--- src/sv/radix2_fft_frame_engine_top_defines.svh ---
// ----------------------------------------------------------------------------
// radix2_fft_frame_engine_top_defines
// Assertion macros shared by the FFT frame engine RTL.
// ----------------------------------------------------------------------------
`ifndef RADIX2_FFT_FRAME_ENGINE_TOP_DEFINES_SVH
`define RADIX2_FFT_FRAME_ENGINE_TOP_DEFINES_SVH

// Same-cycle implication, sampled on clk, off while arst_n is low.
`define R2FFT_ASSERT_IMPLY(name, ante, cons) \
	name: assert property (@(posedge clk) disable iff (!arst_n) (ante) |-> (cons)) \
		else $error("r2fft same-cycle check failed");

// Next-cycle implication, sampled on clk, off while arst_n is low.
`define R2FFT_ASSERT_NEXT(name, ante, cons) \
	name: assert property (@(posedge clk) disable iff (!arst_n) (ante) |=> (cons)) \
		else $error("r2fft next-cycle check failed");

`endif

--- src/sv/r2fft_pkg.sv ---
// ----------------------------------------------------------------------------
// r2fft_pkg
// Sizes, twiddle tables, codes and controller/datapath interface types.
// ----------------------------------------------------------------------------
package r2fft_pkg;

	localparam int LOG2_POINTS = 10;
	localparam int POINTS      = 1 << LOG2_POINTS;
	localparam int HALF_POINTS = POINTS / 2;
	localparam int QTR_POINTS  = POINTS / 4;

	localparam int IDX_W     = LOG2_POINTS;
	localparam int HALF_W    = LOG2_POINTS - 1;
	localparam int QTR_W     = LOG2_POINTS - 2;
	localparam int STG_W     = $clog2(LOG2_POINTS);
	localparam int SAMPLE_W  = 16;
	localparam int BIN_W     = 27;
	localparam int BIN_IDX_W = 10;
	localparam int TW_W      = 18;
	localparam int PROD_W    = BIN_W + TW_W;
	localparam int SUM_W     = PROD_W + 1;
	localparam int FRAC_W    = 16;
	localparam int TR_W      = SUM_W - FRAC_W;
	localparam int BF_W      = TR_W + 1;

	localparam logic [63:0] Q30_ONE    = 64'd1073741824;
	localparam logic [63:0] TWO_PI_Q30 = 64'd6746518852;

	typedef enum logic {
		KIND_PUSH = 1'b0,
		KIND_PULL = 1'b1
	} kind_t;

	typedef enum logic [3:0] {
		ST_IDLE,
		ST_PULL_WAIT,
		ST_COPY,
		ST_COPY_END,
		ST_BF_RA,
		ST_BF_RB,
		ST_BF_MUL,
		ST_BF_WA,
		ST_BF_WB
	} ctrl_state_t;

	typedef struct packed {
		logic push_wr;
		logic pull_rd;
		logic pull_empty;
		logic pull_load;
		logic copy_rd;
		logic bf_rd_a;
		logic bf_rd_b;
		logic bf_mul;
		logic bf_wr_a;
		logic bf_wr_b;
		logic frame_end;
	} dp_cmd_t;

	typedef struct packed {
		logic push_last;
		logic copy_last;
		logic bf_last;
		logic stage_last;
		logic frame_ready;
		logic out_free;
	} dp_stat_t;

	typedef logic signed [TW_W-1:0] tw_rom_t [QTR_POINTS];

	function automatic logic [63:0] div_term(input logic [63:0] t, input int n,
		input logic odd);
		if (odd) begin
			case (n)
				1: return t / 6;
				2: return t / 20;
				3: return t / 42;
				4: return t / 72;
				5: return t / 110;
				6: return t / 156;
				7: return t / 210;
				8: return t / 272;
				9: return t / 342;
				10: return t / 420;
				11: return t / 506;
				default: return t / 600;
			endcase
		end else begin
			case (n)
				1: return t / 2;
				2: return t / 12;
				3: return t / 30;
				4: return t / 56;
				5: return t / 90;
				6: return t / 132;
				7: return t / 182;
				8: return t / 240;
				9: return t / 306;
				10: return t / 380;
				11: return t / 462;
				default: return t / 552;
			endcase
		end
	endfunction

	// Taylor series of cos or sin on a Q2.30 angle in the first quadrant.
	function automatic logic signed [63:0] series_q30(input logic [63:0] x, input logic odd);
		logic [63:0] x2;
		logic [63:0] term;
		logic signed [63:0] sum;
		x2   = (x * x) >> 30;
		term = odd ? x : Q30_ONE;
		sum  = $signed(term);
		for (int n = 1; n <= 12; n++) begin
			term = div_term((term * x2) >> 30, n, odd);
			if ((n % 2) == 1)
				sum = sum - $signed(term);
			else
				sum = sum + $signed(term);
		end
		return sum;
	endfunction

	function automatic logic signed [TW_W-1:0] q30_to_q16(input logic signed [63:0] v);
		logic [63:0] u;
		u = (v < 0) ? 64'd0 : v;
		u = (u + 64'd8192) >> 14;
		return u[TW_W-1:0];
	endfunction

	function automatic tw_rom_t build_rom(input logic odd);
		tw_rom_t     rom;
		logic [63:0] x;
		for (int q = 0; q < QTR_POINTS; q++) begin
			x      = (TWO_PI_Q30 * 64'(q)) / POINTS;
			rom[q] = q30_to_q16(series_q30(x, odd));
		end
		return rom;
	endfunction

	localparam tw_rom_t COS_ROM = build_rom(1'b0);
	localparam tw_rom_t SIN_ROM = build_rom(1'b1);

	function automatic logic [IDX_W-1:0] bitrev(input logic [IDX_W-1:0] v);
		logic [IDX_W-1:0] r;
		for (int b = 0; b < IDX_W; b++)
			r[b] = v[IDX_W-1-b];
		return r;
	endfunction

	function automatic logic signed [BIN_W-1:0] sat_bin(input logic signed [BF_W-1:0] v);
		if ((&v[BF_W-1:BIN_W-1]) || (~|v[BF_W-1:BIN_W-1]))
			return v[BIN_W-1:0];
		else if (v[BF_W-1])
			return {1'b1, {(BIN_W-1){1'b0}}};
		else
			return {1'b0, {(BIN_W-1){1'b1}}};
	endfunction

endpackage

--- src/sv/r2fft_ctrl.sv ---
// ----------------------------------------------------------------------------
// r2fft_ctrl
// Sequencer: item intake, frame copy and butterfly step control.
// ----------------------------------------------------------------------------
module r2fft_ctrl (
	input  logic                clk,
	input  logic                arst_n,
	input  logic                in_valid,
	input  logic                kind,
	output logic                in_stall,
	input  r2fft_pkg::dp_stat_t stat,
	output r2fft_pkg::dp_cmd_t  cmd
);
	import r2fft_pkg::*;

	ctrl_state_t state_q, state_d;
	logic        accept;

	assign in_stall = !((state_q == ST_IDLE) && stat.out_free);
	assign accept   = in_valid && !in_stall;

	always_ff @(posedge clk or negedge arst_n) begin
		if (!arst_n)
			state_q <= ST_IDLE;
		else
			state_q <= state_d;
	end

	always_comb begin
		state_d = state_q;
		unique case (state_q)
			ST_IDLE: begin
				if (accept) begin
					if (kind == KIND_PUSH) begin
						if (stat.push_last)
							state_d = ST_COPY;
					end else if (stat.frame_ready) begin
						state_d = ST_PULL_WAIT;
					end
				end
			end
			ST_PULL_WAIT: state_d = ST_IDLE;
			ST_COPY: begin
				if (stat.copy_last)
					state_d = ST_COPY_END;
			end
			ST_COPY_END: state_d = ST_BF_RA;
			ST_BF_RA:    state_d = ST_BF_RB;
			ST_BF_RB:    state_d = ST_BF_MUL;
			ST_BF_MUL:   state_d = ST_BF_WA;
			ST_BF_WA:    state_d = ST_BF_WB;
			ST_BF_WB: begin
				if (stat.bf_last && stat.stage_last)
					state_d = ST_IDLE;
				else
					state_d = ST_BF_RA;
			end
			default: state_d = ST_IDLE;
		endcase
	end

	always_comb begin
		cmd = '0;
		unique case (state_q)
			ST_IDLE: begin
				if (accept) begin
					if (kind == KIND_PUSH)
						cmd.push_wr = 1'b1;
					else if (stat.frame_ready)
						cmd.pull_rd = 1'b1;
					else
						cmd.pull_empty = 1'b1;
				end
			end
			ST_PULL_WAIT: cmd.pull_load = 1'b1;
			ST_COPY:      cmd.copy_rd = 1'b1;
			ST_COPY_END:  cmd = '0;
			ST_BF_RA:     cmd.bf_rd_a = 1'b1;
			ST_BF_RB:     cmd.bf_rd_b = 1'b1;
			ST_BF_MUL:    cmd.bf_mul = 1'b1;
			ST_BF_WA:     cmd.bf_wr_a = 1'b1;
			ST_BF_WB: begin
				cmd.bf_wr_b   = 1'b1;
				cmd.frame_end = stat.bf_last && stat.stage_last;
			end
			default: cmd = '0;
		endcase
	end

endmodule

--- config.mk ---
export PLATFORM = sky130hd
export DESIGN_NAME = r2fft_ctrl
export DESIGN_NICKNAME = d
export VERILOG_FILES = /design/src/sv/radix2_fft_frame_engine_top_defines.svh /design/src/sv/r2fft_pkg.sv /design/src/sv/r2fft_ctrl.sv
export SDC_FILE = /design/constraint.sdc
export NUM_CORES = 1
export LEC_CHECK = 0
export BUFFER_PORTS_ARGS = -buffer_cell sky130_fd_sc_hd__buf_4
export CORE_AREA = 2 2 39 41
export DETAILED_ROUTE_END_ITERATION = 16
export DIE_AREA = 0 0 41 43
export PLACE_DENSITY_LB_ADDON = 0.1
export SYNTH_ARGS = -nofsm -noshare
export SYNTH_HDL_FRONTEND = slang
export SYNTH_SLANG_ARGS = --single-unit
--- constraint.sdc ---
create_clock -name clk -period 3 [get_ports clk]
set_clock_uncertainty 0.15 [all_clocks]
set_input_delay 0.3 -clock clk [delete_from_list [all_inputs] [get_ports clk]]
set_output_delay 0.3 -clock clk [all_outputs]
set_load 0.01 [all_outputs]
==> summary.md, run 1 <==
| Metric | Value |
|---|---|
| H-tree lvl count | 1 |
| Area of the core | 1380 um2 |
| Clk root buf | clkbuf_4 |
| Slowest CP cell | dfrtp_1 |
| Die Width | 41 um |
| Setup TNS | 0 ns |
| Vias | 357 |
| Grt total ovfl | 0 |
| Setup-failing EPs final | 0 |
| Synth Area in Simple Gates | 50.0% |
| CP Class | register to output port |
| Post-layout util | 38.3% |
| Min-Delay Path Depth | 3 |
| Clock Path Buffers | 2 |
| Largest registers | state_q: 4 flops |
| Final HPWL DP | 661 um |
| Mux cell area share after synthesis | 3.21% |
| Syn nets | 49 |
| # port buffers | 21 |
| Top Family by Delay on Critical Path | simple AND/OR/NAND/NOR gates |
| Pwr dens | 822 nW/um2 |
| Final Hold Viols | 0 |
| CTS tree | yes |
| GPL Wtd Cong | 0.657 |
| CP Buf/Inv Count | 1 |
| Cells along the critical path | nor4_4, nand3_2, nor3b_2, buf_4 |
| YS warnings | 0 |
| Min cycle time layout | 2.02 ns |
| Num ports | 22 |
| Worst-margin pin slew | 0.393 ns |
| Clk Latency, worst-skew pair | 0.24 ns |
| DR iter-0 viols | 5 |
| Flop and latch count out of synthesis | 4 |
| Largest register FFs | 4 |
| Drt pass-1 iters | 3 |
| Pleak | 0.239 nW |
| Final Routed Wirelength | 845 um |
| Syn Inst Count | 39 |
| Peak supply drop | 0.228 mV |
| Pins Over Slew Limit | 0 |
| N_diodes | 0 |
| Synth-to-layout area growth | 51.4% |
| CP Depth | 4 |
| Initial Utilization | 25.3% |
| CTS sink count | 4 |
| Setup crit start kind | register |
| Outcome | complete, no violations |
| Setup crit end kind | output port |
| Vias in the first global route | 341 |
| CTS Buf Count | 3 |
| Synth Area in Compound Gates | 9.64% |
| Hold Crit Class | primary input to register |
| Clock-pin slew on the worst setup and hold paths | 0.04 ns |
| Peak Freq | 0.496 GHz |
| Slew HR | 73.8% |
| Pwr Total | 0.436 mW |
| First-pass GRT wire length | 1460 um |
| Largest family of logic cells by synthesized area | simple AND/OR/NAND/NOR gates |
| Gates resized, CTS repair | 0 |
| Post-Synth Adder-Cell Area | 0% |
| Cell Area, Synth | 350 um2 |
| R2R cell count | 3 |
| DRC errors left | 0 |
| Total track usage | 12.4% |
| Synth cell types | 21 |
| CP arrival | 1.57 ns |
| Layout cells sized above 1 | 47.5% |
| Sequential fraction of the synthesis area | 28.6% |
| Largest net degree at the start of global routing | 11 |
| Total Die Area | 1760 um2 |
| Slowest cell delay on critical path | 0.51 ns |
| FP Rows | 14 |
| Period utilization | 67.3% |
| Via density | 4.64 |
| CP Data Required Time | 2.55 ns |
| Unrepaired setup endpoints after global routing | no |
| Mean post-synth cell area | 8.98 um2 |
| Worst Path Max Fanout | 10 |
| Height of the chip | 43 um |
| Biggest register | state_q |
| Area share of xor/xnor cells in the synthesized design | 0% |
| Post-DRT Antenna Nets | 0 |
| Nets | 73 |
| Max Cap Viol | 0 |
| Initial antenna violation count | 0 |
| Wire per inst | 11.0 um |
-- power breakdown --
part	internal, mW	switching [mW]
logic	0.123	0.0916
registers	0.0775	0.0768
clock network	0.0448	0.0222
total	0.245	0.191
-- metrics by stage --
stage / hold WS [ns] / instance area, um2 / setup WS [ns] / std cells
floorplan: -0.146 / 350 / 1.40 / 39
global placement: -0.0526 / 498 / 1.25 / 73
detailed placement: -0.0541 / 498 / 1.23 / 73
CTS: 0.234 / 531 / 0.964 / 77
global route: 0.253 / 531 / 0.849 / 77
finish: 0.239 / 531 / 0.982 / 77
-- cell usage after synthesis --
cell type / instances / share of area [%]
and3_1: 1 / 1.8
nand3_1: 1 / 1.4
nand3_2: 1 / 2.9
a21oi_1: 1 / 1.4
nor2_1: 6 / 6.4
buf_4: 1 / 2.1
dfrtp_1: 4 / 29
nand3b_1: 1 / 2.1
nand2b_1: 3 / 5.4
nor4b_1: 1 / 2.5
nor3b_2: 1 / 3.6
nand2_1: 5 / 5.4
nor4_4: 1 / 6.1
nor4b_4: 1 / 6.8
o21ai_0: 1 / 1.4
nor3_1: 4 / 5.7
o31a_1: 1 / 2.5
buf_6: 2 / 6.4
mux2_2: 1 / 3.2
a31oi_1: 1 / 1.8
a2bb2oi_1: 1 / 2.5
-- final timing paths --
check / start / endpoint / slack [ns]
worst max-delay path: state_q[1] / cmd[8] / 0.98
worst min-delay path: stat[0] / state_q[1] / 0.24
worst max register to register: state_q[0] / state_q[1] / 1.63
worst min register to register: state_q[3] / state_q[1] / 0.49
max in group asynchronous: arst_n / state_q[0] / 2.36
min in group asynchronous: arst_n / state_q[2] / 0.25
-- placed cells by master (no fill, tap or decap) --
master	count
dfrtp_1	4
nand3_1	1
dlygate4sd3_1	1
nand3b_1	1
nor3b_2	1
nand2_1	5
nor4b_4	1
nor3_1	4
a31oi_1	1
o21ai_0	1
clkbuf_4	3
nor4_4	1
nor4b_1	1
nor2_1	6
nand2b_1	3
and3_1	1
a2bb2oi_1	1
mux2_2	1
buf_4	21
nand3_2	1
a21oi_1	1
o31a_1	1
-- cell type report --
cell class	instances	area [um2]
tap	16	20.0
clock buffer	3	22.5
sequential	4	100
fill	146	853
multi-input combinational	32	220
timing repair buffer	22	168
-- per-layer routing --
metal	wire length [um]	GRT usage [%]	part of all wire, %	vias up
met2	444	14.7	53	12
li1	-	-	-	182
met1	338	17.8	40	161
met5	0	0	0	-
met4	21	10.0	2.5	0
met3	40	3.14	4.7	2
-- repair_timing --
item,in CTS,in global routing
hold endpoints to repair,4,0
hold buffers,1,0
setup endpoints to repair,0,0
buffers inserted,0,0
-- logic make-up (layout without fill, tap and decap cells) --
group / after synthesis / after routing
AND/OR/NAND/NOR: 26 / 26
AO/OA/AOI/OAI: 5 / 5
flip-flops: 4 / 4
buffers and inverters: 3 / 25
multiplexers: 1 / 1
-- worst register-to-register path, delay by kind of cell, from the launching register on --
kind | cells | cell delay, ns
AOI/OAI and AO/OA | 1 | 0.18
and+or+nand+nor | 2 | 0.46
DFF | 1 | 0.50
Power figures use the tool's default switching activity.
==> run 2: changes to the inputs <==
==> constraint.sdc (replaced) <==
create_clock -name clk -period 1.7 [get_ports clk]
set_clock_uncertainty 0.15 [all_clocks]
set_input_delay 0.17 -clock clk [delete_from_list [all_inputs] [get_ports clk]]
set_output_delay 0.17 -clock clk [all_outputs]
set_load 0.01 [all_outputs]
==> run 2 against run 1 <==
  * The flow now finishes with violations (setup timing)
  * Via count rose by 5.9%
  * Total power rose by 98%
  * Sequential share of layout area fell by 1.2 points
  * Non-clock buffer count rose by 5
  * Critical path depth did not move
  * Setup slack got worse by 1.0 ns
  * Sequential cell count did not move
  * Final cell count rose by 6.5%
  * Die area did not move
  * Critical path type unchanged
  * Critical endpoint unchanged
==> summary.md, run 2 (synthesized netlist as in run 1, its figures left out) <==
| Metric | Value |
|---|---|
| Setup crit end kind | output port |
| Pins Over Slew Limit | 0 |
| Min cycle time layout | 1.72 ns |
| Worst setup margin | -0.0191 ns |
| Peak Freq | 0.582 GHz |
| Sequential standard cell area | 103 um2 |
| Commonest non-fill, non-tap cells in the layout | buf_4, nor2_1, nand2_1 |
| Die Width | 41 um |
| Pwr dens | 1490 nW/um2 |
| CP arrival | 1.40 ns |
| Clock-pin slew on the worst setup and hold paths | 0.04 ns |
| Most common cell after layout, fill and taps aside | buf_4 |
| FP Rows | 14 |
| Final Hold Viols | 0 |
| Area of the core | 1380 um2 |
| # port buffers | 21 |
| Dpl cell area | 520 um2 |
| Clock Path Buffers | 2 |
| Initial antenna violation count | 0 |
| DR iter-0 viols | 3 |
| Nets | 78 |
| Hold Crit Class | primary input to register |
| Failing checks | setup timing |
| Setup crit start kind | register |
| H-tree lvl count | 1 |
| Initial Utilization | 25.3% |
| GPL Wtd Cong | 0.665 |
| Period utilization | 101% |
| Worst Path Max Fanout | 3 |
| Synth-to-layout area growth | 66.1% |
| Post-place setup slack | 0.173 ns |
| # fillers | 140 |
| Peak supply drop | 0.552 mV |
| Setup-failing EPs final | 1 |
| Num ports | 22 |
| Top Family by Delay on Critical Path | simple AND/OR/NAND/NOR gates |
| Final HPWL DP | 672 um |
| Unrepaired setup endpoints after global routing | yes |
| N_diodes | 0 |
| Slew HR | 82.9% |
| Post-DRT Antenna Nets | 0 |
| Vias in the first global route | 340 |
| Final Cell Area | 582 um2 |
| DRC errors left | 0 |
| Pleak | 0.265 nW |
| Final hold slack | 0.103 ns |
| Clk Latency, worst-skew pair | 0.23 ns |
| CTS sink count | 4 |
| First-pass GRT wire length | 1400 um |
| CP Data Required Time | 1.38 ns |
| Total Die Area | 1760 um2 |
| CTS tree | yes |
| Height of the chip | 43 um |
| Cells along the critical path | nor4_4, nand3_2, nor3b_2, buf_4 |
| CTS Buf Count | 3 |
| Layout cells sized above 1 | 54.5% |
| Drt pass-1 iters | 4 |
| Vias | 378 |
| Via density | 4.61 |
| Post-layout util | 42.0% |
| Largest registers | state_q: 4 flops |
| Wire per inst | 10.6 um |
| Biggest register | state_q |
| Slowest cell delay on critical path | 0.40 ns |
| CP Buf/Inv Count | 1 |
| Largest register FFs | 4 |
| Max Cap Viol | 0 |
| Slowest CP cell | dfrtp_1 |
| Outcome | finished with violations |
| CP Class | register to output port |
| Pwr Total | 0.865 mW |
| Total track usage | 12.0% |
| Worst-margin pin slew | 0.255 ns |
| Final Routed Wirelength | 871 um |
| Largest net degree at the start of global routing | 10 |
| Clk root buf | clkbuf_4 |
| Combined area of the multi-input logic cells | 220 um2 |
| Grt total ovfl | 0 |
-- run 2: final cells by class --
cell class | instances | share of cell area [%]
repair buffers | 27 | 37.2
flip-flops and latches | 4 | 17.6
well taps | 16 | 3.44
multi-input cells | 32 | 37.8
clock buffers | 3 | 3.87
-- run 2: metrics by stage --
stage / TNS, ns / std cells
after floorplan: 0 / 39
after global placement: 0 / 76
after detailed placement: 0 / 76
after CTS: -0.0646 / 82
after global routing: -0.245 / 82
final: -0.0191 / 82
-- run 2: worst register-to-register path, delay by kind of cell, from the launching register on --
kind	cells	cell delay, ns
buf+inv	2	0.28
flops	1	0.42
compound gates	1	0.17
simple gates	2	0.38
-- run 2: per-layer routing --
layer	vias to the layer above	track usage, %	routed length (um)
met3	2	1.57	37
li1	194	-	-
met5	-	0	0
met4	0	10.0	19
met2	14	16.3	431
met1	168	16.1	383
-- run 2: worst paths after layout --
kind                       slack [ns]        from         end  cells past startpoint
max                             -0.02  state_q[1]      cmd[8]                      4
min                              0.10     stat[0]  state_q[1]                      3
max reg2reg                      0.23  state_q[2]  state_q[1]                      5
min reg2reg                      0.42  state_q[3]  state_q[1]                      1
max in group asynchronous        1.17      arst_n  state_q[2]                      2
min in group asynchronous        0.12      arst_n  state_q[1]                      2
-- run 2: power by group --
part	switching (mW)	internal, mW	leakage [nW]
combinational	0.258	0.290	0.204
sequential	0.0571	0.142	0.0469
clock	0.0381	0.0789	0.0138
total	0.353	0.511	0.265
-- run 2: timing repair --
item | 4_1_cts | 5_1_grt
hold buffers | 1 | 0
setup endpoints to repair | 3 | 6
gates resized for setup | 1 | 4
hold endpoints to repair | 4 | 0
pin swaps | 5 | 3
setup buffers | 2 | 0
==> run 3: changes to the inputs <==
--- a/config.mk
+++ b/config.mk
@@ -5,6 +5,7 @@
 export SDC_FILE = /design/constraint.sdc
 export NUM_CORES = 1
 export LEC_CHECK = 0
+export ABC_AREA = 1
 export BUFFER_PORTS_ARGS = -buffer_cell sky130_fd_sc_hd__buf_4
 export CORE_AREA = 2 2 39 41
 export DETAILED_ROUTE_END_ITERATION = 16
==> run 3 against run 2 <==
  * Global-route usage hardly changed
  * Clock-buffer cell count is the same
  * Final cell count rose by 27%
  * Sequential cell count stayed put
  * The flow now finishes without violations
==> summary.md, run 3 <==
| Metric | Value |
|---|---|
| Outcome | complete, no violations |
| First-pass GRT wire length | 1380 um |
| Combined area of the multi-input logic cells | 243 um2 |
| Largest net degree at the start of global routing | 8 |
| Top cells by count, synth | nor2_1, nand2_1, inv_1, inv_2, dfrtp_1 |
| CP Data Required Time | 1.38 ns |
| Most used DFF post-synth | dfrtp_1 |
| Wire per inst | 8.93 um |
| Sequential fraction of the synthesis area | 26.7% |
| Top Family by Delay on Critical Path | buffers and inverters |
| Pleak | 0.346 nW |
| Final Cell Area | 623 um2 |
| Switching pwr | 0.423 mW |
| Worst setup margin | 0.0353 ns |
| Largest register FFs | 4 |
| Clk network pwr share | 13.0% |
| Syn Inst Count | 60 |
| Peak Freq | 0.601 GHz |
| Int Power | 0.498 mW |
| Flop pwr share | 18.8% |
| Most common cell after layout, fill and taps aside | buf_4 |
| N_diodes | 0 |
| Final Hold Viols | 0 |
| Syn nets | 70 |
| Peak supply drop | 0.648 mV |
| Min-Delay Path Depth | 4 |
| Mean post-synth cell area | 6.26 um2 |
| Min-delay src | stat[2] |
| DRC errors left | 0 |
| Synth cell types | 17 |
| Cell Area, Synth | 375 um2 |
| Cells along the critical path | inv_2, nand2_4, nor2_4, buf_4, buf_4, nand2_1, buf_4 |
| Initial Utilization | 27.1% |
| # port buffers | 21 |
| Grt total ovfl | 0 |
| Post-DRT Antenna Nets | 0 |
| GPL Wtd Cong | 0.672 |
| Comb pwr share | 68.2% |
| Final Routed Wirelength | 929 um |
| Hold Crit Class | primary input to register |
| Most used cell, CP | buf_4 |
| Post-place setup slack | 0.281 ns |
| Slowest cell delay on critical path | 0.39 ns |
| FP Rows | 14 |
| Asr flop ratio synth | 100% |
| Setup crit start kind | register |
| Largest registers | state_q: 4 flops |
| Num ports | 22 |
| Clk root buf | clkbuf_4 |
| # fillers | 150 |
| Dominant cell type by area after synthesis | dfrtp_1 |
| Number of enable flip-flop cells after synthesis | 0 |
| Via density | 4.30 |
| CP arrival | 1.34 ns |
| Flop and latch count out of synthesis | 4 |
| CP Class | register to output port |
| Unrepaired setup endpoints after global routing | yes |
| Slew HR | 88.6% |
| R2R cell count | 6 |
| Vias | 447 |
| Area of the core | 1380 um2 |
| Reg2reg start | state_q[1] |
| CTS tree | yes |
| Vias in the first global route | 362 |
| Setup crit end kind | output port |
| Nets | 100 |
| Total Die Area | 1760 um2 |
| Synth area leaders | dfrtp_1, nor2_1, nand2_1 |
| CTS sink count | 4 |
| Flop2flop setup slack | 0.39 ns |
| Setup-failing EPs final | 0 |
| Total track usage | 12.1% |
| DR iter-0 viols | 8 |
| Most frequent cell after synthesis | nor2_1 |
| Die Width | 41 um |
| CP Buf/Inv Count | 4 |
| Clk Latency, worst-skew pair | 0.24 ns |
| Pins Over Slew Limit | 0 |
| Synth-to-layout area growth | 66.0% |
| Worst Path Max Fanout | 5 |
| Worst Hold End | state_q[2] |
| Period utilization | 97.9% |
| Min cycle time layout | 1.66 ns |
| Commonest non-fill, non-tap cells in the layout | buf_4, nor2_1, nand2_1 |
| Max Cap Viol | 0 |
| Initial antenna violation count | 0 |
| Height of the chip | 43 um |
| Drt pass-1 iters | 2 |
| Slowest CP cell | dfrtp_1 |
| Top-area cell type share of the netlist area | 26.7% |
| Reg2Reg Capture Point | state_q[0] |
| Biggest register | state_q |
| H-tree lvl count | 1 |
| Sequential standard cell area | 103 um2 |
| YS warnings | 0 |
| Clock-pin slew on the worst setup and hold paths | 0.04 ns |
| Pwr dens | 1480 nW/um2 |
| Layout cells sized above 1 | 52.3% |
| Worst-margin pin slew | 0.170 ns |
| Sw Share | 45.9% |
| Clock Path Buffers | 2 |
| CTS Buf Count | 3 |
| Dpl cell area | 553 um2 |
| Final HPWL DP | 757 um |
==> run 3: cell count changes after synthesis, sizes merged, moves of 3 or more <==
cell	delta
buf	-3
inv	+12
nand2	+9
nand2b	-3
nor2	+13
==> run 3: kinds of logic after synthesis <==
kind of cell | after synthesis | synth area share [%]
simple gates | 39 | 50.3
compound gates | 5 | 11.0
buf+inv | 12 | 12.0
flops | 4 | 26.7
==> run 3: worst max-delay path by stage <==
stage	from	to	slack [ns]	cells after the start
floorplan	state_q[3]	cmd[8]	0.41	5
global placement	state_q[3]	cmd[9]	0.29	6
detailed placement	state_q[3]	cmd[8]	0.28	6
CTS	state_q[3]	cmd[8]	0.02	6
global route	state_q[0]	cmd[8]	-0.05	6
finish	state_q[0]	in_stall	0.04	7
==> run 3: power by group through the flow <==
stage	Combinational (mW)	Sequential (mW)	Clock, mW
6_report	0.629	0.173	0.120
5_1_grt	0.699	0.177	0.136
4_1_cts	0.550	0.173	0.126
3_5_place_dp	0.547	0.174	0
3_3_place_gp	0.553	0.174	0
2_1_floorplan	0.384	0.165	0
==> run 3: per-stage QoR <==
step | TNS (ns) | utilization (%) | instances | total power, mW | hold slack [ns]
after detailed placement | 0 | 40.0 | 97 | 0.721 | -0.179
after global routing | -0.105 | 45.0 | 104 | 1.01 | 0.109
after floorplan | 0 | - | 60 | 0.549 | -0.276
after global placement | 0 | 40.0 | 97 | 0.727 | -0.181
final | 0 | 45.0 | 104 | 0.922 | 0.104
after CTS | 0 | 42.3 | 101 | 0.849 | 0.111
==> run 3: cell type report <==
| class | instances | share of cell area, % |
|---|---|---|
| Multi-Input combinational cell | 44 | 39.0 |
| Timing Repair Buffer | 25 | 30.5 |
| Sequential cell | 4 | 16.5 |
| Inverter | 12 | 7.23 |
| Clock buffer | 3 | 3.61 |
| Tap cell | 16 | 3.21 |
==> run 3: routing by layer <==
| layer | track usage, % | part of all wire (%) | vias to the layer above | wire length, um |
|---|---|---|---|---|
| met5 | 0 | 0 | - | 0 |
| met4 | 4.00 | 0 | 0 | 0 |
| met3 | 7.85 | 8.2 | 0 | 76 |
| li1 | - | - | 241 | - |
| met1 | 12.0 | 37 | 191 | 346 |
| met2 | 19.4 | 54 | 15 | 506 |
==> run 3: tightest hold or removal path, cell delays in order <==
cell and delay [ns]:
buf_4 0.07, nand2_1 0.05, nand2_1 0.07, o211ai_1 0.08
==> run 3: timing repair <==
action                                  4_1_cts  5_1_grt
endpoints found under the hold margin         4        0
hold buffers                                  1        0
setup buffers                                 0        3
endpoints found under the setup margin        0        3
resized for setup                             0        5
